**config.mk**
```make
export PLATFORM = sky130hd
export DESIGN_NAME = key_debounce_autorepeat
export DESIGN_NICKNAME = d
export VERILOG_FILES = /design/src/rtl/core/kda_pkg.sv /design/src/rtl/core/kda_front.sv /design/src/rtl/core/kda_cmd_fifo.sv /design/src/rtl/core/kda_back.sv /design/src/rtl/core/key_debounce_autorepeat.sv
export SDC_FILE = /design/constraint.sdc
export NUM_CORES = 1
export LEC_CHECK = 0
export ABC_AREA = 1
export ABC_CLOCK_PERIOD_IN_PS = 7500
export CORE_MARGIN = 2
export CORE_UTILIZATION = 40
export CTS_BUF_LIST = sky130_fd_sc_hd__clkbuf_2 sky130_fd_sc_hd__clkbuf_4 sky130_fd_sc_hd__clkbuf_8
export DETAILED_ROUTE_END_ITERATION = 10
export DONT_BUFFER_PORTS = 1
export HOLD_SLACK_MARGIN = 0.12
export PLACE_DENSITY = 0.6
export SETUP_SLACK_MARGIN = 0.05
export SLEW_MARGIN = 10
export SYNTH_ARGS = -nofsm -noshare
export SYNTH_HDL_FRONTEND = slang
export SYNTH_SLANG_ARGS = --single-unit
```
**constraint.sdc**
```tcl
create_clock -name clk -period 7.5 [get_ports clk]
set_clock_uncertainty 0.15 [all_clocks]
set_input_delay 0.75 -clock clk [delete_from_list [all_inputs] [get_ports clk]]
set_output_delay 0.75 -clock clk [all_outputs]
set_load 0.1 [all_outputs]
```
**src/rtl/core/kda_pkg.sv**
```systemverilog
package kda_pkg;

    localparam int unsigned EVT_CNT_W = 7;
    localparam int unsigned CFG_AW    = 5;

    localparam logic [7:0] DEBOUNCE_RST  = 8'd3;
    localparam logic [7:0] HOLD_RST      = 8'd100;
    localparam logic [7:0] REPEATS1_RST  = 8'd10;
    localparam logic [7:0] REPEATS2_RST  = 8'd10;
    localparam logic [7:0] REPEATS3_RST  = 8'd10;
    localparam logic [7:0] PERIOD1_RST   = 8'd20;
    localparam logic [7:0] PERIOD2_RST   = 8'd10;
    localparam logic [7:0] PERIOD3_RST   = 8'd5;

    localparam logic [EVT_CNT_W-1:0] EVT_SINGLE = EVT_CNT_W'(1);
    localparam logic [EVT_CNT_W-1:0] EVT_TRIPLE = EVT_CNT_W'(3);

    localparam logic [2:0] REG_DEBOUNCE  = 3'd0;
    localparam logic [2:0] REG_HOLD      = 3'd1;
    localparam logic [2:0] REG_REPEATS1  = 3'd2;
    localparam logic [2:0] REG_REPEATS2  = 3'd3;
    localparam logic [2:0] REG_REPEATS3  = 3'd4;
    localparam logic [2:0] REG_PERIOD1   = 3'd5;
    localparam logic [2:0] REG_PERIOD2   = 3'd6;
    localparam logic [2:0] REG_PERIOD3   = 3'd7;

    typedef enum logic [2:0] {
        SPD_IDLE  = 3'd0,
        SPD_ONE   = 3'd1,
        SPD_TWO   = 3'd2,
        SPD_THREE = 3'd3,
        SPD_BURST = 3'd4
    } speed_t;

    typedef struct packed {
        logic [7:0] debounce_ticks;
        logic [7:0] hold_before_repeat;
        logic [7:0] repeats_speed_one;
        logic [7:0] repeats_speed_two;
        logic [7:0] repeats_speed_three;
        logic [7:0] period_speed_one;
        logic [7:0] period_speed_two;
        logic [7:0] period_speed_three;
    } cfg_t;

    typedef struct packed {
        logic [1:0]           key_id;
        logic [EVT_CNT_W-1:0] count;
    } cmd_t;

    function automatic logic [7:0] period_of(cfg_t c, speed_t s);
        logic [7:0] p;
        p = c.period_speed_one;
        case (s)
            SPD_TWO:   p = c.period_speed_two;
            SPD_THREE: p = c.period_speed_three;
            default:   p = c.period_speed_one;
        endcase
        return p;
    endfunction

endpackage

```
**src/rtl/core/kda_front.sv**
```systemverilog
module kda_front import kda_pkg::*; #(
    parameter int unsigned BURST_COUNT = 8
) (
    input  logic       clk,
    input  logic       rst_n,
    input  cfg_t       cfg,
    input  logic       push,
    input  logic [3:0] keys_pressed,
    output logic       full,
    input  logic       cmd_full,
    output logic       cmd_push,
    output cmd_t       cmd
);

    logic       accept;
    logic       press_latched_reg, press_latched_next;
    logic [7:0] debounce_left_reg, debounce_left_next;
    logic [7:0] hold_left_reg, hold_left_next;
    logic       repeat_active_reg, repeat_active_next;
    speed_t     speed_reg, speed_next;
    logic [7:0] repeat_timer_reg, repeat_timer_next;
    logic [3:0] pattern_reg, pattern_next;
    logic [EVT_CNT_W-1:0] evt_cnt;
    logic       single;
    logic [1:0] key_id;

    assign full   = cmd_full;
    assign accept = push && !cmd_full;

    always_comb
    begin
        press_latched_next = press_latched_reg;
        debounce_left_next = debounce_left_reg;
        hold_left_next     = hold_left_reg;
        repeat_active_next = repeat_active_reg;
        speed_next         = speed_reg;
        repeat_timer_next  = repeat_timer_reg;
        pattern_next       = pattern_reg;
        evt_cnt            = '0;

        if (keys_pressed != 4'd0)
        begin
            if (press_latched_reg)
            begin
                if (!repeat_active_reg)
                begin
                    hold_left_next = hold_left_reg - 8'd1;
                    if (hold_left_next == 8'd0)
                    begin
                        hold_left_next     = cfg.repeats_speed_one;
                        repeat_active_next = 1'b1;
                        speed_next         = SPD_ONE;
                        repeat_timer_next  = cfg.period_speed_one;
                    end
                end
            end
            else
            begin
                debounce_left_next = debounce_left_reg - 8'd1;
                if (debounce_left_next == 8'd0)
                begin
                    press_latched_next = 1'b1;
                    pattern_next       = keys_pressed;
                    evt_cnt            = EVT_SINGLE;
                end
            end
        end
        else
        begin
            repeat_active_next = 1'b0;
            speed_next         = SPD_IDLE;
            press_latched_next = 1'b0;
            debounce_left_next = cfg.debounce_ticks;
            hold_left_next     = cfg.hold_before_repeat;
        end

        if (repeat_active_next)
        begin
            case (speed_next) inside
                SPD_ONE, SPD_TWO, SPD_THREE:
                begin
                    repeat_timer_next = repeat_timer_next - 8'd1;
                    if (repeat_timer_next == 8'd0)
                    begin
                        repeat_timer_next = period_of(cfg, speed_next);
                        evt_cnt = (speed_next == SPD_THREE) ? EVT_TRIPLE : EVT_SINGLE;
                        hold_left_next = hold_left_next - 8'd1;
                        if (hold_left_next == 8'd0)
                        begin
                            case (speed_next)
                                SPD_ONE:
                                begin
                                    hold_left_next = cfg.repeats_speed_two;
                                    speed_next     = SPD_TWO;
                                end
                                SPD_TWO:
                                begin
                                    hold_left_next = cfg.repeats_speed_three;
                                    speed_next     = SPD_THREE;
                                end
                                default:
                                begin
                                    speed_next = SPD_BURST;
                                end
                            endcase
                            if (speed_next != SPD_BURST)
                            begin
                                repeat_timer_next = period_of(cfg, speed_next);
                            end
                        end
                    end
                end
                SPD_BURST:
                begin
                    evt_cnt           = EVT_CNT_W'(BURST_COUNT);
                    repeat_timer_next = 8'd0;
                end
                default:
                begin
                end
            endcase
        end
    end

    // only single-key patterns produce events
    always_comb
    begin
        single = 1'b1;
        key_id = 2'd0;
        unique case (pattern_next)
            4'b0001: key_id = 2'd0;
            4'b0010: key_id = 2'd1;
            4'b0100: key_id = 2'd2;
            4'b1000: key_id = 2'd3;
            default: single = 1'b0;
        endcase
    end

    assign cmd_push   = accept && single && (evt_cnt != '0);
    assign cmd.key_id = key_id;
    assign cmd.count  = evt_cnt;

    always_ff @(posedge clk or negedge rst_n)
    begin
        if (!rst_n)
        begin
            press_latched_reg <= 1'b0;
            debounce_left_reg <= DEBOUNCE_RST;
            hold_left_reg     <= HOLD_RST;
            repeat_active_reg <= 1'b0;
            speed_reg         <= SPD_IDLE;
            pattern_reg       <= 4'd0;
        end
        else if (accept)
        begin
            press_latched_reg <= press_latched_next;
            debounce_left_reg <= debounce_left_next;
            hold_left_reg     <= hold_left_next;
            repeat_active_reg <= repeat_active_next;
            speed_reg         <= speed_next;
            pattern_reg       <= pattern_next;
        end
    end

    always_ff @(posedge clk)
    begin
        if (accept)
        begin
            repeat_timer_reg <= repeat_timer_next;
        end
    end

    assert property (@(posedge clk) disable iff (!rst_n)
        cmd_push |-> !cmd_full)
        else $error("command pushed into full queue");

    assert property (@(posedge clk) disable iff (!rst_n)
        repeat_active_reg |-> press_latched_reg)
        else $error("auto-repeat without latched press");

    assert property (@(posedge clk) disable iff (!rst_n)
        (speed_reg != SPD_IDLE) == repeat_active_reg)
        else $error("speed level out of step with auto-repeat");

endmodule

```
**src/rtl/core/kda_cmd_fifo.sv**
```systemverilog
module kda_cmd_fifo import kda_pkg::*; (
    input  logic clk,
    input  logic rst_n,
    input  logic wr_en,
    input  cmd_t wr_data,
    output logic full,
    input  logic rd_en,
    output cmd_t rd_data,
    output logic empty
);

    cmd_t       mem_reg [2];
    logic       wr_ptr_reg;
    logic       rd_ptr_reg;
    logic [1:0] cnt_reg, cnt_next;
    logic       do_wr;
    logic       do_rd;

    assign full    = (cnt_reg == 2'd2);
    assign empty   = (cnt_reg == 2'd0);
    assign do_wr   = wr_en && !full;
    assign do_rd   = rd_en && !empty;
    assign rd_data = mem_reg[rd_ptr_reg];

    always_comb
    begin
        cnt_next = cnt_reg;
        if (do_wr && !do_rd)
        begin
            cnt_next = cnt_reg + 2'd1;
        end
        else if (do_rd && !do_wr)
        begin
            cnt_next = cnt_reg - 2'd1;
        end
    end

    always_ff @(posedge clk or negedge rst_n)
    begin
        if (!rst_n)
        begin
            wr_ptr_reg <= 1'b0;
            rd_ptr_reg <= 1'b0;
            cnt_reg    <= 2'd0;
        end
        else
        begin
            if (do_wr)
            begin
                wr_ptr_reg <= !wr_ptr_reg;
            end
            if (do_rd)
            begin
                rd_ptr_reg <= !rd_ptr_reg;
            end
            cnt_reg <= cnt_next;
        end
    end

    always_ff @(posedge clk)
    begin
        if (do_wr)
        begin
            mem_reg[wr_ptr_reg] <= wr_data;
        end
    end

    assert property (@(posedge clk) disable iff (!rst_n)
        cnt_reg != 2'd3)
        else $error("command queue overflow");

endmodule

```
**src/rtl/core/kda_back.sv**
```systemverilog
module kda_back import kda_pkg::*; (
    input  logic       clk,
    input  logic       rst_n,
    input  logic       cmd_empty,
    input  cmd_t       cmd,
    output logic       cmd_pop,
    output logic       empty,
    input  logic       pop,
    output logic [1:0] key_id,
    output logic       last
);

    cmd_t cur_reg;
    logic cur_valid_reg;
    logic transfer;
    logic done;

    assign transfer = pop && cur_valid_reg;
    assign done     = transfer && (cur_reg.count == EVT_SINGLE);
    assign cmd_pop  = !cmd_empty && (!cur_valid_reg || done);

    assign empty  = !cur_valid_reg;
    assign key_id = cur_reg.key_id;
    assign last   = (cur_reg.count == EVT_SINGLE);

    always_ff @(posedge clk or negedge rst_n)
    begin
        if (!rst_n)
        begin
            cur_valid_reg <= 1'b0;
        end
        else if (cmd_pop)
        begin
            cur_valid_reg <= 1'b1;
        end
        else if (done)
        begin
            cur_valid_reg <= 1'b0;
        end
    end

    always_ff @(posedge clk)
    begin
        if (cmd_pop)
        begin
            cur_reg <= cmd;
        end
        else if (transfer)
        begin
            cur_reg.count <= cur_reg.count - EVT_SINGLE;
        end
    end

    assert property (@(posedge clk) disable iff (!rst_n)
        cur_valid_reg |-> (cur_reg.count != '0))
        else $error("active burst with zero events left");

endmodule

```
**src/rtl/core/key_debounce_autorepeat.sv**
```systemverilog
// An accepted tick gives 1, 3 or BURST_COUNT events; the first enters the command queue,
// then the output register, then the result ports. Throughput: one tick per cycle while
// the queue is not full; results leave at one event per cycle while pop is held.
// A 2-entry command queue between tick processing and event output sets the slack.
// Reset (rst_n low, async): configuration and counters but repeat_timer reset to defaults.
module key_debounce_autorepeat import kda_pkg::*; #(
    parameter int unsigned BURST_COUNT = 8
) (
    input  logic              clk,
    input  logic              rst_n,
    input  logic              psel,
    input  logic              penable,
    input  logic              pwrite,
    input  logic [CFG_AW-1:0] paddr,
    input  logic [31:0]       pwdata,
    output logic [31:0]       prdata,
    output logic              pready,
    input  logic              push,
    output logic              full,
    input  logic [3:0]        keys_pressed,
    output logic              empty,
    input  logic              pop,
    output logic [1:0]        key_id,
    output logic              last
);

    cfg_t       cfg_reg;
    logic       cfg_wr;
    logic [2:0] reg_idx;
    logic [7:0] rd_val;
    logic       cmd_push;
    logic       cmd_full;
    logic       cmd_pop;
    logic       cmd_empty;
    cmd_t       cmd_in;
    cmd_t       cmd_out;

    assign pready  = 1'b1;
    assign cfg_wr  = psel && penable && pwrite && pready;
    assign reg_idx = paddr[4:2];
    assign prdata  = {24'd0, rd_val};

    always_comb
    begin
        unique case (reg_idx)
            REG_DEBOUNCE: rd_val = cfg_reg.debounce_ticks;
            REG_HOLD:     rd_val = cfg_reg.hold_before_repeat;
            REG_REPEATS1: rd_val = cfg_reg.repeats_speed_one;
            REG_REPEATS2: rd_val = cfg_reg.repeats_speed_two;
            REG_REPEATS3: rd_val = cfg_reg.repeats_speed_three;
            REG_PERIOD1:  rd_val = cfg_reg.period_speed_one;
            REG_PERIOD2:  rd_val = cfg_reg.period_speed_two;
            REG_PERIOD3:  rd_val = cfg_reg.period_speed_three;
            default:      rd_val = 8'd0;
        endcase
    end

    always_ff @(posedge clk or negedge rst_n)
    begin
        if (!rst_n)
        begin
            cfg_reg.debounce_ticks      <= DEBOUNCE_RST;
            cfg_reg.hold_before_repeat  <= HOLD_RST;
            cfg_reg.repeats_speed_one   <= REPEATS1_RST;
            cfg_reg.repeats_speed_two   <= REPEATS2_RST;
            cfg_reg.repeats_speed_three <= REPEATS3_RST;
            cfg_reg.period_speed_one    <= PERIOD1_RST;
            cfg_reg.period_speed_two    <= PERIOD2_RST;
            cfg_reg.period_speed_three  <= PERIOD3_RST;
        end
        else if (cfg_wr)
        begin
            unique case (reg_idx)
                REG_DEBOUNCE: cfg_reg.debounce_ticks      <= pwdata[7:0];
                REG_HOLD:     cfg_reg.hold_before_repeat  <= pwdata[7:0];
                REG_REPEATS1: cfg_reg.repeats_speed_one   <= pwdata[7:0];
                REG_REPEATS2: cfg_reg.repeats_speed_two   <= pwdata[7:0];
                REG_REPEATS3: cfg_reg.repeats_speed_three <= pwdata[7:0];
                REG_PERIOD1:  cfg_reg.period_speed_one    <= pwdata[7:0];
                REG_PERIOD2:  cfg_reg.period_speed_two    <= pwdata[7:0];
                REG_PERIOD3:  cfg_reg.period_speed_three  <= pwdata[7:0];
                default:      cfg_reg.debounce_ticks      <= cfg_reg.debounce_ticks;
            endcase
        end
    end

    kda_front #(
        .BURST_COUNT (BURST_COUNT)
    ) u_front (
        .clk          (clk),
        .rst_n        (rst_n),
        .cfg          (cfg_reg),
        .push         (push),
        .keys_pressed (keys_pressed),
        .full         (full),
        .cmd_full     (cmd_full),
        .cmd_push     (cmd_push),
        .cmd          (cmd_in)
    );

    kda_cmd_fifo u_fifo (
        .clk     (clk),
        .rst_n   (rst_n),
        .wr_en   (cmd_push),
        .wr_data (cmd_in),
        .full    (cmd_full),
        .rd_en   (cmd_pop),
        .rd_data (cmd_out),
        .empty   (cmd_empty)
    );

    kda_back u_back (
        .clk       (clk),
        .rst_n     (rst_n),
        .cmd_empty (cmd_empty),
        .cmd       (cmd_out),
        .cmd_pop   (cmd_pop),
        .empty     (empty),
        .pop       (pop),
        .key_id    (key_id),
        .last      (last)
    );

endmodule
```
# Yosys cells after proc, flatten, opt, wreduce, memory -nomap -nowiden

Memories as Yosys holds them, arrays and structs flattened.
Index checks and enable logic that the tools add are counted.

Bits in registers: 111
RAM bits: 18
Input port bits: 48
Output and inout bits: 38
Word-level logic and storage cells: 157
Memories kept: 1

$add $sub $neg: 7
Equal/unequal tests: 21
Mux-type cells: 65
Reduce and logical (&&, ||, !) cells: 42

Memory list:

| name           | depth | width | read ports | clocked after memory_dff | wr ports | RTL line           | RTL |
|---|---|---|---|---|---|---|---|
| u_fifo.mem_reg | 2     | 9     | 1          | 0                        | 1        | kda_cmd_fifo.sv:12 | `cmd_t mem_reg [2];` |

Operator list:

| operator              | number |
|---|---|
| $mux W8               | 20 |
| $pmux W8 S8           | 1 |
| $mux W7               | 8 |
| $pmux W8 S2           | 3 |
| $mux W3               | 12 |
| $logic_not A8 Y1      | 4 |
| $sub A8 B1 Y8 const B | 4 |
| $eq A3 B2 Y1 const B  | 6 |
| $reduce_and A2 Y1     | 9 |
| $eq A3 B3 Y1 const B  | 5 |
| $mux W1               | 13 |
| $logic_and A1 B1 Y1   | 12 |
| $mux W4               | 3 |
| $eq A7 B1 Y1 const B  | 1 |
| $logic_not A1 Y1      | 7 |
| $reduce_bool A7 Y1    | 1 |
| $sub A7 B1 Y7 const B | 1 |
| $eq A3 B1 Y1 const B  | 2 |
| $mux W2               | 3 |
| $pmux W2 S3           | 1 |
| $pmux W3 S2           | 1 |
| $reduce_bool A2 Y1    | 3 |
| $eq A4 B1 Y1 const B  | 1 |
| $eq A4 B2 Y1 const B  | 1 |
| 13 further kinds      | 13 |

# Longest topological paths before layout

Gate-level depths: netlist (run 1).

Depth in word-level cells: 19
Mapped depth: 29

# Modules after synthesis

A second synthesis (run 1) with hierarchy kept.

Cell total of the unflattened synthesis: 1151
Area, all modules: 8693.3 sq um

Modules (own cells, without submodules):

| module                  | times used | cells an instance | area each (sq um) | seq. area each (sq um) |
|---|---|---|---|---|
| kda_front               | 1          | 616               | 3758.6            | 872.1 |
| key_debounce_autorepeat | 1          | 392               | 3458.3            | 1622.8 |
| kda_cmd_fifo            | 1          | 78                | 880.8             | 640.6 |
| kda_back                | 1          | 65                | 595.6             | 295.3 |

# Worst setup path after synthesis (run 1)

No wires, ideal clock.

Path type: reg-to-reg
Start: register u_back.cur_reg[2] (netlist bit)
End: register u_fifo.cnt_reg[1]
Setup time: 0.131 ns
Arrival time: 4.434 ns
Required time: 7.219 ns
Setup slack: 2.785 ns
Stages on the path, launching flop included: 12
Path buffers: 1
Path through: edfxtp_1 -> nor2_1 -> nand2_1 -> nor3b_1 -> a21oi_1 -> nor2_1 -> clkbuf_1 -> inv_1 -> ha_1 -> a21oi_1 -> o21ai_0 -> xor2_1

Word-level cells in the longest chain between the ends: 8
Elaborated cells on any way between the ends: 10

Ends and longest elaborated chain:

| element                                       | RTL line                      | RTL |
|---|---|---|
| from (decl)                                   | kda_back.sv:13                | `cmd_t cur_reg;` |
| from (signal assigned)                        | kda_back.sv:46                | `cur_reg <= cmd;` |
| $eq A7 B1 Y1 *                                | n/a                           |  |
| via last                                      | key_debounce_autorepeat.sv:24 | `output logic last` |
| $logic_and A1 B1 Y1 *                         | kda_back.sv:19                | `assign done = transfer && (cur_reg.count == EVT_SINGLE);` |
| $logic_or A1 B1 Y1 *                          | kda_back.sv:20                | `assign cmd_pop = !cmd_empty && (!cur_valid_reg \|\| done);` |
| $logic_and A1 B1 Y1 *                         | kda_back.sv:20                |  |
| via cmd_pop                                   | key_debounce_autorepeat.sv:33 | `logic cmd_pop;` |
| $logic_and A1 B1 Y1 *                         | kda_cmd_fifo.sv:22            | `assign do_rd = rd_en && !empty;` |
| $logic_not A1 Y1                              | kda_cmd_fifo.sv:28            | `if (do_wr && !do_rd)` |
| $logic_and A1 B1 Y1                           | kda_cmd_fifo.sv:28            |  |
| $mux W2 or $reduce_bool A2 Y1 (tied branches) | n/a                           |  |
| to (signal assigned)                          | kda_cmd_fifo.sv:56            | `cnt_reg <= cnt_next;` |
| to (decl)                                     | kda_cmd_fifo.sv:15            | `logic [1:0] cnt_reg, cnt_next;` |

The timed path passes the listed nets; every way through them passes the cells marked *.
A chain may end at the register's enable or synchronous reset.

# Worst setup path after layout (run 1)

Start: register u_front.hold_left_reg[0]
End: register u_fifo.cnt_reg[1]

Word-level cells in the longest chain between the ends: 17
Elaborated cells on any way between the ends: 34

Ends and longest elaborated chain:

| element                                       | RTL line                         | RTL |
|---|---|---|
| from (decl)                                   | kda_front.sv:18                  | `logic [7:0] hold_left_reg, hold_left_next;` |
| from (signal assigned)                        | kda_front.sv:158                 | `hold_left_reg <= hold_left_next;` |
| $sub A8 B1 Y8 *                               | kda_front.sv:47                  | `hold_left_next = hold_left_reg - 8'd1;` |
| $logic_not A8 Y1 *                            | kda_front.sv:48                  | `if (hold_left_next == 8'd0)` |
| $mux W8 or $mux W3 (tied branches)            | kda_front.sv:48                  |  |
| $mux W8 or $mux W3 (tied branches)            | kda_front.sv:45                  | `if (!repeat_active_reg)` |
| $mux W8 or $mux W3 (tied branches)            | kda_front.sv:43                  | `if (press_latched_reg)` |
| $mux W8 or $mux W3 (tied branches)            | kda_front.sv:41                  | `if (keys_pressed != 4'd0)` |
| $sub A8 B1 Y8 or $eq A3 B2 Y1 (tied branches) | kda_front.sv:82, kda_front.sv:86 |  |
| $logic_not A8 Y1 or $mux W2 (tied branches)   | kda_front.sv:83, kda_front.sv:86 |  |
| (+2 left out)                                 | n/a                              |  |
| $mux W7 *                                     | kda_front.sv:77                  | `if (repeat_active_next)` |
| $reduce_bool A7 Y1 *                          | kda_front.sv:139                 | `assign cmd_push = accept && single && (evt_cnt != '0);` |
| $logic_and A1 B1 Y1 *                         | kda_front.sv:139                 |  |
| $logic_and A1 B1 Y1 *                         | kda_cmd_fifo.sv:21               | `assign do_wr = wr_en && !full;` |
| via u_fifo.do_wr                              | kda_cmd_fifo.sv:16               | `logic do_wr;` |
| $logic_not A1 Y1                              | kda_cmd_fifo.sv:32               | `else if (do_rd && !do_wr)` |
| $logic_and A1 B1 Y1                           | kda_cmd_fifo.sv:32               |  |
| $reduce_bool A2 Y1 (no source line)           | n/a                              |  |

Marked as above.

==> results.sh, run 1 <==
export IMPL_status="finished clean"
export IMPL_end_kind="register"
export IMPL_drt_wirelength_per_cell_um=15.1
export IMPL_setup_tns_ns=0
export IMPL_boundaryPins=86
export IMPL_cts_clk_slew_worst_paths_ns=0.08
export IMPL_syn_cell_area_sq_um=7740
export IMPL_post_drt_via_cell_ratio=5.09
export IMPL_grt_pass1_vias=6233
export IMPL_rsz0062_at_grt="false"
export IMPL_die_height_um=143
export IMPL_antenna_found_initial=0
export IMPL_grt_use_total=0.203
export IMPL_drt_iter0_drc=519
export IMPL_root_buffer="clkbuf_8"
export IMPL_netlist_instances=1039
export IMPL_cts_tree="built"
export IMPL_setup_slack_ns=2.83
export IMPL_pre_cts_ws_ns=2.83
export IMPL_core_area_sq_um=18800
export IMPL_gr_total_overflow=0
export IMPL_clock_sinks=121
export IMPL_num_antenna_cells=0
export IMPL_crit_fanout=12
export IMPL_cts_resized=0
export IMPL_ant_nets=0
export IMPL_wl_met1_um=9250
export IMPL_grt_max_degree=95
export IMPL_postCtsSetupRepairBufs=0
export IMPL_largest_reg_flops=64
export IMPL_post_dp_hpwl_um=14500
export IMPL_h_tree_depth=4
export IMPL_worstHoldStart="pwdata[3]"
export IMPL_reg2reg_from="u_front.hold_left_reg[0]"
export IMPL_drive_above_1_share=0.136
export IMPL_io_buffer_count=0
export IMPL_synth_distinct_cells=50
export IMPL_initial_core_util=0.411
export IMPL_route_met3_wl_um=1160
export IMPL_ys_async_sr_fraction=0.777
export IMPL_clock_fmax_ghz=0.214
export IMPL_holdPathEnd="cfg_reg[27]"
export IMPL_critPathRequiredTime_ns=7.68
export IMPL_crit_path_start="u_front.hold_left_reg[0]"
export IMPL_critPathLaunchType="register"
export IMPL_ff2ff_setup_slack_ns=2.83
export IMPL_multi_input_area_sq_um=3800
export IMPL_die_area_sq_um=20500
export IMPL_post_place_cells=1277
export IMPL_area_growth_pct=9.75
export IMPL_cts_buffers=17
export IMPL_cp_arrival_ns=4.85
export IMPL_min_path_cells=2
export IMPL_drt_total_wl_um=19800
export IMPL_maxCapViolations=0
export IMPL_r2r_end="u_fifo.cnt_reg[1]"
export IMPL_dr_total_vias=6676
export IMPL_dr_pass1_iters=6
export IMPL_die_w_um=143
export IMPL_synth_edf_count=27
export IMPL_post_route_period_util=0.623
export IMPL_slew_headroom=0.192
export IMPL_final_max_slew_viol_count=0
export IMPL_clk_path_buf_depth=2
export IMPL_crit_type="register to register"
export IMPL_top_layer="met4"
export IMPL_hold_class="primary input to register"
export IMPL_avgSynthCellArea_sq_um=7.45
export IMPL_period_needed_ns=4.67
export IMPL_fin_cells=1311
export IMPL_register_area_sq_um=3190
export IMPL_route_met2_wl_um=8990
export IMPL_tightest_slew_ns=1.21
export IMPL_ff2ff_path_depth=27
export IMPL_synthFlopType="dfrtp_1"
export IMPL_p_leak_uw=0.00385
export IMPL_yosysWarnings=0
export IMPL_place_area_sq_um=8000
export IMPL_drc=0
export IMPL_final_area_sq_um=8490
export IMPL_ys_ff_latch=121
export IMPL_fillCellCount=1871
export IMPL_seq_area_frac_synth=0.412
export IMPL_powerDensity_nw_per_um2=351
export IMPL_nets=1097
export IMPL_hold_viol_final=0
export IMPL_peakVddDrop_mv=0.143
export IMPL_placementRows=50
export IMPL_holdBufCountCts=2
export IMPL_setup_viol_count_final=0
export IMPL_grt_pass1_wl_um=32200
export IMPL_place_congestion=0.899
export IMPL_clock_latency_ns=0.46
==> through the flow <==
step / hold WS [ns] / util / total power [uW]
6_report: 0.257 / 0.451 / 2980
5_1_grt: 0.230 / 0.451 / 3220
4_1_cts: 0.237 / 0.451 / 2990
3_5_place_dp: 0.307 / 0.425 / 2270
3_3_place_gp: 0.307 / 0.425 / 2250
2_1_floorplan: 0.299 / - / 2020
==> final cells by class <==
cell class              instances  share of cell area
clock inverters                14              0.0258
flip-flops and latches        121               0.376
multi-input cells             747               0.448
repair buffers                 13              0.0233
well taps                     260              0.0383
clock buffers                  18              0.0284
inverters                     138              0.0610
==> kinds of logic (layout without fill, tap and decap cells) <==
family | count (synthesis) | after routing | share of synthesized area
simple gates | 482 | 482 | 0.278
compound gates | 217 | 217 | 0.165
buf+inv | 194 | 183 | 0.112
flops | 121 | 121 | 0.412
xor+xnor | 12 | 12 | 0.0136
fa+ha+maj | 11 | 11 | 0.0178
other cells | 2 | 25 | 0.000970
==> cells in the mapped netlist, types with 5 or more instances <==
cell type,n,share of area
nand2_1,297,0.14
inv_1,129,0.063
o21ai_0,108,0.070
dfrtp_1,72,0.23
nor2_1,60,0.029
nand3_1,47,0.030
buf_4,30,0.029
edfxtp_1,27,0.10
a21oi_1,24,0.016
dfstp_2,22,0.075
o22ai_1,21,0.017
clkbuf_1,16,0.0078
nand2_2,16,0.013
o211ai_1,13,0.013
o21ai_1,13,0.0084
ha_1,11,0.018
nand4_1,11,0.0089
nor2_2,10,0.0081
a21oi_2,9,0.010
nor3_1,9,0.0058
inv_2,8,0.0039
xor2_1,8,0.0091
or2_2,7,0.0057
a211oi_1,6,0.0058
a22oi_1,6,0.0058
nand3_2,6,0.0078
buf_2,5,0.0032
nor2_4,5,0.0073
==> how the worst max path moves through the flow <==
stage / to / slack [ns]
after floorplan: u_fifo.cnt_reg[1] / 2.78
after global placement: u_fifo.cnt_reg[1] / 2.90
after detailed placement: u_fifo.cnt_reg[1] / 2.83
after CTS: u_fifo.cnt_reg[1] / 2.80
after global routing: u_fifo.cnt_reg[1] / 2.43
final: u_fifo.cnt_reg[1] / 2.83
==> worst max-delay path: stages, from the launching register on <==
cell	delay, ns
dfrtp_1	0.41
inv_1	0.20
ha_1	0.27
inv_1	0.05
nand2_1	0.07
nand3_1	0.09
nor2_2	0.14
nand3_2	0.09
nor2_4	0.33
nand3_4	0.25
o21ai_4	0.27
inv_2	0.08
ha_1	0.21
nand3_1	0.12
inv_1	0.08
nand3_1	0.08
nand2_1	0.06
nand2_2	0.08
nand3_1	0.14
nor2_4	0.19
nand2_2	0.21
nand3_1	0.17
nand2_1	0.11
inv_2	0.07
ha_1	0.24
a21oi_1	0.11
o21ai_0	0.11
xor2_1	0.15
==> report_power, final <==
group	internal, uW	switching [uW]
combinational	386	880
sequential	878	140
clock	401	295
==> per-layer routing <==
metal | GRT usage | vias to the layer above
met3 | 0.0402 | 28
met2 | 0.321 | 203
met4 | 0.0683 | 0
met1 | 0.278 | 3094
met5 | 0 | -
li1 | - | 3351
==> cells in the final DEF, fill, tap and decap left out, types with 3 or more instances in the layout <==
| cell | count |
|---|---|
| a22oi_1 | 6 |
| nand4_1 | 11 |
| nor2_4 | 5 |
| nand2_2 | 16 |
| o22ai_1 | 21 |
| or2_2 | 7 |
| buf_4 | 7 |
| o211ai_1 | 13 |
| buf_16 | 4 |
| nand2_1 | 297 |
| nand3_2 | 6 |
| nor3_1 | 9 |
| clkbuf_8 | 17 |
| xor2_1 | 8 |
| o2111ai_2 | 4 |
| o21ai_1 | 13 |
| nor2_2 | 11 |
| a211oi_1 | 6 |
| a31oi_1 | 4 |
| a21oi_1 | 24 |
| clkinvlp_4 | 3 |
| conb_1 | 25 |
| a21oi_2 | 9 |
| nand3b_1 | 4 |
| ha_1 | 11 |
| bufinv_16 | 5 |
| inv_1 | 129 |
| nor2_1 | 59 |
| o21ai_0 | 107 |
| nand3_1 | 47 |
| dfstp_2 | 22 |
| dfrtp_1 | 72 |
| xnor2_1 | 4 |
| inv_2 | 8 |
| edfxtp_1 | 27 |
| a221oi_1 | 3 |
(Power assumes the default switching activity.)
==> run 2: changes to the inputs <==
--- a/config.mk
+++ b/config.mk
@@ -6,14 +6,14 @@
 export NUM_CORES = 1
 export LEC_CHECK = 0
 export ABC_AREA = 1
-export ABC_CLOCK_PERIOD_IN_PS = 7500
+export ABC_CLOCK_PERIOD_IN_PS = 4230
 export CORE_MARGIN = 2
 export CORE_UTILIZATION = 40
 export CTS_BUF_LIST = sky130_fd_sc_hd__clkbuf_2 sky130_fd_sc_hd__clkbuf_4 sky130_fd_sc_hd__clkbuf_8
 export DETAILED_ROUTE_END_ITERATION = 10
 export DONT_BUFFER_PORTS = 1
 export HOLD_SLACK_MARGIN = 0.12
-export PLACE_DENSITY = 0.6
+export PLACE_DENSITY = 0.62
 export SETUP_SLACK_MARGIN = 0.05
 export SLEW_MARGIN = 10
 export SYNTH_ARGS = -nofsm -noshare
==> constraint.sdc (replaced) <==
create_clock -name clk -period 4.23 [get_ports clk]
set_clock_uncertainty 0.15 [all_clocks]
set_input_delay 0.423 -clock clk [delete_from_list [all_inputs] [get_ports clk]]
set_output_delay 0.423 -clock clk [all_outputs]
set_load 0.1 [all_outputs]
==> results.sh, run 2 (synthesis gave the netlist of run 1 again) <==
export IMPL_clock_fmax_ghz=0.255
export IMPL_clock_sinks=121
export IMPL_largest_reg_flops=64
export IMPL_root_buffer="clkbuf_8"
export IMPL_tightest_slew_ns=1.22
export IMPL_clock_latency_ns=0.47
export IMPL_fin_cells=1348
export IMPL_ff2ff_path_depth=25
export IMPL_setup_slack_ns=0.310
export IMPL_post_place_cells=1293
export IMPL_fillCellCount=1887
export IMPL_status="finished clean"
export IMPL_pwr_share_clk=0.213
export IMPL_drt_wirelength_per_cell_um=14.9
export IMPL_dr_pass1_iters=5
export IMPL_io_buffer_count=0
export IMPL_core_area_sq_um=18800
export IMPL_antenna_found_initial=0
export IMPL_num_antenna_cells=0
export IMPL_post_route_period_util=0.927
export IMPL_final_cell_mix="nand2_1 (296), inv_1 (129), o21ai_0 (106)"
export IMPL_final_common_cell="nand2_1"
export IMPL_post_drt_via_cell_ratio=5.09
export IMPL_setup_viol_count_final=0
export IMPL_path_delay_family="simple AND/OR/NAND/NOR gates"
export IMPL_reg2reg_from="u_front.hold_left_reg[1]"
export IMPL_rsz0062_at_grt="true"
export IMPL_hold_viol_final=0
export IMPL_die_area_sq_um=20500
export IMPL_initial_core_util=0.411
export IMPL_min_path_cells=2
export IMPL_seq_power_share=0.345
export IMPL_crit_fanout=5
export IMPL_placementRows=50
export IMPL_nets=1134
export IMPL_critPathRequiredTime_ns=4.42
export IMPL_cts_clk_slew_worst_paths_ns=0.08
export IMPL_switching_power_uw=2350
export IMPL_final_max_slew_viol_count=0
export IMPL_dr_total_vias=6860
export IMPL_area_growth_pct=13.2
export IMPL_post_dp_hpwl_um=14800
export IMPL_drc=0
export IMPL_h_tree_depth=4
export IMPL_end_kind="register"
export IMPL_critPathLaunchType="register"
export IMPL_clk_path_buf_depth=2
export IMPL_period_needed_ns=3.92
export IMPL_die_height_um=143
export IMPL_grt_max_degree=95
export IMPL_peakVddDrop_mv=0.296
export IMPL_pre_cts_ws_ns=0.117
export IMPL_grt_use_total=0.206
export IMPL_swShare=0.448
export IMPL_slew_headroom=0.187
export IMPL_r2r_end="u_fifo.cnt_reg[1]"
export IMPL_hold_class="primary input to register"
export IMPL_holdPathEnd="u_front.pattern_reg[3]"
export IMPL_die_w_um=143
export IMPL_gr_total_overflow=0
export IMPL_drt_iter0_drc=671
export IMPL_pwr_share_comb=0.442
export IMPL_cts_tree="built"
export IMPL_crit_type="register to register"
export IMPL_ff2ff_setup_slack_ns=0.31
export IMPL_boundaryPins=86
export IMPL_grt_pass1_vias=6401
export IMPL_worstHoldStart="keys_pressed[3]"
export IMPL_slowest_stage="dfrtp_1"
export IMPL_ant_nets=0
export IMPL_place_congestion=0.905
export IMPL_p_int_uw=2900
export IMPL_grt_pass1_wl_um=32600
export IMPL_drive_above_1_share=0.161
export IMPL_maxCapViolations=0
export IMPL_cp_buffers_inverters=4
export IMPL_cp_arrival_ns=4.11
export IMPL_cts_buffers=17
export IMPL_drt_total_wl_um=20000
export IMPL_powerDensity_nw_per_um2=600
export IMPL_p_leak_uw=0.00402
export IMPL_cpPeakStageDelay_ns=0.40
[run 2: cell types whose count changed in the layout (fill, tap and decap cells not counted), moves of 2 or more]
cell / change
clkinvlp_4: -2
dlygate4sd3_1: +8
clkinv_2: +3
buf_4: +30
bufinv_16: -2
[run 2: area by class of cell]
cell class                      count  area, sq um  share of cell area
Clock buffer                       18          248              0.0283
Clock inverter                     14          168              0.0191
Inverter                          138          518              0.0591
Multi-Input combinational cell    747         3830               0.438
Sequential cell                   121         3190               0.364
Tap cell                          260          325              0.0371
Timing Repair Buffer               50          478              0.0546
[run 2: worst max-delay path by stage]
stage                     depth (start not counted)                startpoint                 to  slack [ns]
after floorplan                                  27  u_front.hold_left_reg[0]  u_fifo.cnt_reg[1]        0.52
after global placement                           27  u_front.hold_left_reg[1]  u_fifo.cnt_reg[1]        0.21
after detailed placement                         27  u_front.hold_left_reg[1]  u_fifo.cnt_reg[1]        0.12
after CTS                                        27  u_front.hold_left_reg[1]  u_fifo.cnt_reg[1]        0.08
after global routing                             27  u_front.hold_left_reg[1]  u_fifo.cnt_reg[1]       -0.02
final                                            25  u_front.hold_left_reg[1]  u_fifo.cnt_reg[1]        0.31
[run 2: power by group through the flow]
stage	sequential, uW	combinational, uW	clock (uW)
final	1810	2320	1120
after global placement	1820	2200	0
after global routing	1850	2630	1190
after CTS	1810	2280	1130
after floorplan	1720	1870	0
after detailed placement	1830	2240	0
[run 2: routing by layer]
layer,GRT usage,part of all wire,wire length (um)
met3,0.0386,0.047,950
met4,0.0719,0.022,442
met5,0,0,0
met2,0.323,0.46,9120
met1,0.285,0.48,9530
[run 2: timing repair]
item,CTS,global route
resized for setup,0,6
setup buffers,0,13
endpoints found under the setup margin,0,15
endpoints found under the hold margin,157,0
hold buffers,10,0
[run 2: through the flow]
step	total power, uW	cell area (sq um)	setup TNS (ns)	hold WS, ns	util
floorplan	3590	7830	0	-0.0226	-
global placement	4020	8110	0	-0.0201	0.430
finish	5260	8760	0	0.110	0.465
detailed placement	4060	8110	0	-0.0202	0.430
global route	5670	8760	-0.0174	0.142	0.465
CTS	5220	8640	0	0.122	0.459
==> run 3: changes to the inputs <==
--- a/config.mk
+++ b/config.mk
@@ -6,7 +6,7 @@
 export NUM_CORES = 1
 export LEC_CHECK = 0
 export ABC_AREA = 1
-export ABC_CLOCK_PERIOD_IN_PS = 4230
+export ABC_CLOCK_PERIOD_IN_PS = 3350
 export CORE_MARGIN = 2
 export CORE_UTILIZATION = 40
 export CTS_BUF_LIST = sky130_fd_sc_hd__clkbuf_2 sky130_fd_sc_hd__clkbuf_4 sky130_fd_sc_hd__clkbuf_8
==> constraint.sdc (replaced) <==
create_clock -name clk -period 3.35 [get_ports clk]
set_clock_uncertainty 0.15 [all_clocks]
set_input_delay 0.335 -clock clk [delete_from_list [all_inputs] [get_ports clk]]
set_output_delay 0.335 -clock clk [all_outputs]
set_load 0.1 [all_outputs]
==> results.sh, run 3 (synthesis gave the netlist of run 1 again) <==
export IMPL_final_cell_mix="nand2_1 (256), inv_1 (123), o21ai_0 (104)"
export IMPL_largest_reg_flops=64
export IMPL_status="finished with violations"
export IMPL_critPathRequiredTime_ns=3.52
export IMPL_clock_latency_ns=0.46
export IMPL_clk_path_buf_depth=2
export IMPL_drc=0
export IMPL_p_leak_uw=0.00452
export IMPL_period_needed_ns=3.59
export IMPL_area_growth_pct=27.8
export IMPL_die_height_um=143
export IMPL_cpPeakStageDelay_ns=0.41
export IMPL_cts_buffers=17
export IMPL_rsz0062_at_grt="true"
export IMPL_final_max_slew_viol_count=0
export IMPL_post_drt_via_cell_ratio=5.09
export IMPL_grt_busiest_layer="met2"
export IMPL_post_dp_hpwl_um=15500
export IMPL_tightest_slew_ns=1.05
export IMPL_boundaryPins=86
export IMPL_final_area_sq_um=9890
export IMPL_powerDensity_nw_per_um2=779
export IMPL_core_area_sq_um=18800
export IMPL_drt_wirelength_per_cell_um=15.3
export IMPL_fillCellCount=1785
export IMPL_slowest_stage="dfrtp_1"
export IMPL_cp_common_cell="nand2_1"
export IMPL_clock_fmax_ghz=0.279
export IMPL_post_route_period_util=1.07
export IMPL_die_area_sq_um=20500
export IMPL_finalPower_uw=7710
export IMPL_place_area_sq_um=8680
export IMPL_antenna_found_initial=0
export IMPL_grt_use_total=0.221
export IMPL_io_buffer_count=0
export IMPL_h_tree_depth=4
export IMPL_dr_total_vias=7305
export IMPL_cts_tree="built"
export IMPL_crit_type="register to register"
export IMPL_drt_iter0_drc=499
export IMPL_grt_max_degree=95
export IMPL_placementRows=50
export IMPL_violations="negative setup slack"
export IMPL_ant_nets=0
export IMPL_cp_arrival_ns=3.76
export IMPL_setup_slack_ns=-0.238
export IMPL_hold_class="primary input to register"
export IMPL_drive_above_1_share=0.291
export IMPL_grtUsageMet1=0.295
export IMPL_end_kind="register"
export IMPL_cts_clk_slew_worst_paths_ns=0.08
export IMPL_num_antenna_cells=0
export IMPL_place_congestion=0.896
export IMPL_nets=1220
export IMPL_slew_headroom=0.297
export IMPL_hold_viol_final=0
export IMPL_die_w_um=143
export IMPL_ff2ff_setup_slack_ns=-0.24
export IMPL_dr_pass1_iters=6
export IMPL_grt_pass1_vias=7003
export IMPL_initial_core_util=0.411
export IMPL_setup_viol_count_final=31
export IMPL_gr_total_overflow=0
export IMPL_final_common_cell="nand2_1"
export IMPL_clock_sinks=121
export IMPL_use_met3=0.0352
export IMPL_grtUsageMet2=0.356
export IMPL_peakVddDrop_mv=0.377
export IMPL_maxCapViolations=0
export IMPL_drt_total_wl_um=21900
export IMPL_critPathLaunchType="register"
export IMPL_root_buffer="clkbuf_8"
export IMPL_crit_fanout=7
export IMPL_grt_pass1_wl_um=35100
[run 3: path summary, 6_finish.rpt]
| kind | start | end | depth (start not counted) |
|---|---|---|---|
| setup / recovery | u_front.hold_left_reg[1] | u_front.repeat_timer_reg[4] | 29 |
| hold / removal | keys_pressed[1] | u_front.debounce_left_reg[4] | 4 |
| setup reg to reg | u_front.hold_left_reg[1] | u_front.repeat_timer_reg[4] | 29 |
| hold reg to reg | u_front.pattern_reg[1] | u_front.pattern_reg[1] | 2 |
| max in group asynchronous | rst_n | cfg_reg[0] | 2 |
| min in group asynchronous | rst_n | u_front.debounce_left_reg[3] | 2 |
[run 3: layout make-up]
cell class                 count  area (sq um)  area share
sequential                   121          3190       0.323
clock buffer                  22           284      0.0287
clock inverter                10          93.8     0.00949
inverter                     138           520      0.0526
multi-input combinational    748          4290       0.434
tap                          260           325      0.0329
timing repair buffer         135          1180       0.120
[run 3: routing by layer]
layer  vias to the layer above  wire [um]
met5                         -          0
met4                         0        612
met3                        47       1110
met2                       223      10300
met1                      3433       9910
li1                       3602          -
[run 3: report_power, final]
part / switching (uW) / internal, uW / leakage (uW)
Combinational: 2510 / 1600 / 0.00297
Sequential: 311 / 1970 / 0.00136
Clock: 661 / 654 / 0.000195
Total: 3490 / 4220 / 0.00452
[run 3: worst max-delay path: cells and delay by family, from the launching register on]
family / cells / cell delay [ns]
and+or+nand+nor: 20 / 1.89
buffers and inverters: 7 / 0.66
DFF: 1 / 0.41
adders and majority gates: 2 / 0.34
[run 3: per-stage QoR]
stage	utilization	cells	setup TNS (ns)	hold slack (ns)	setup WS [ns]
floorplan	-	1062	-0.421	-0.111	-0.140
global placement	0.461	1362	-2.01	-0.109	-0.207
detailed placement	0.461	1362	-2.67	-0.109	-0.202
CTS	0.516	1431	-1.28	0.122	-0.126
global route	0.525	1434	-10.75	0.139	-0.407
finish	0.525	1434	-4.54	0.131	-0.238
[run 3: repair_timing]
action | 4_1_cts | 5_1_grt
endpoints found under the hold margin | 168 | 0
buffers inserted | 19 | 4
cloned | 2 | 0
pin swaps | 37 | 24
resized for setup | 87 | 39
setup endpoints to repair | 33 | 36
hold buffers | 16 | 0
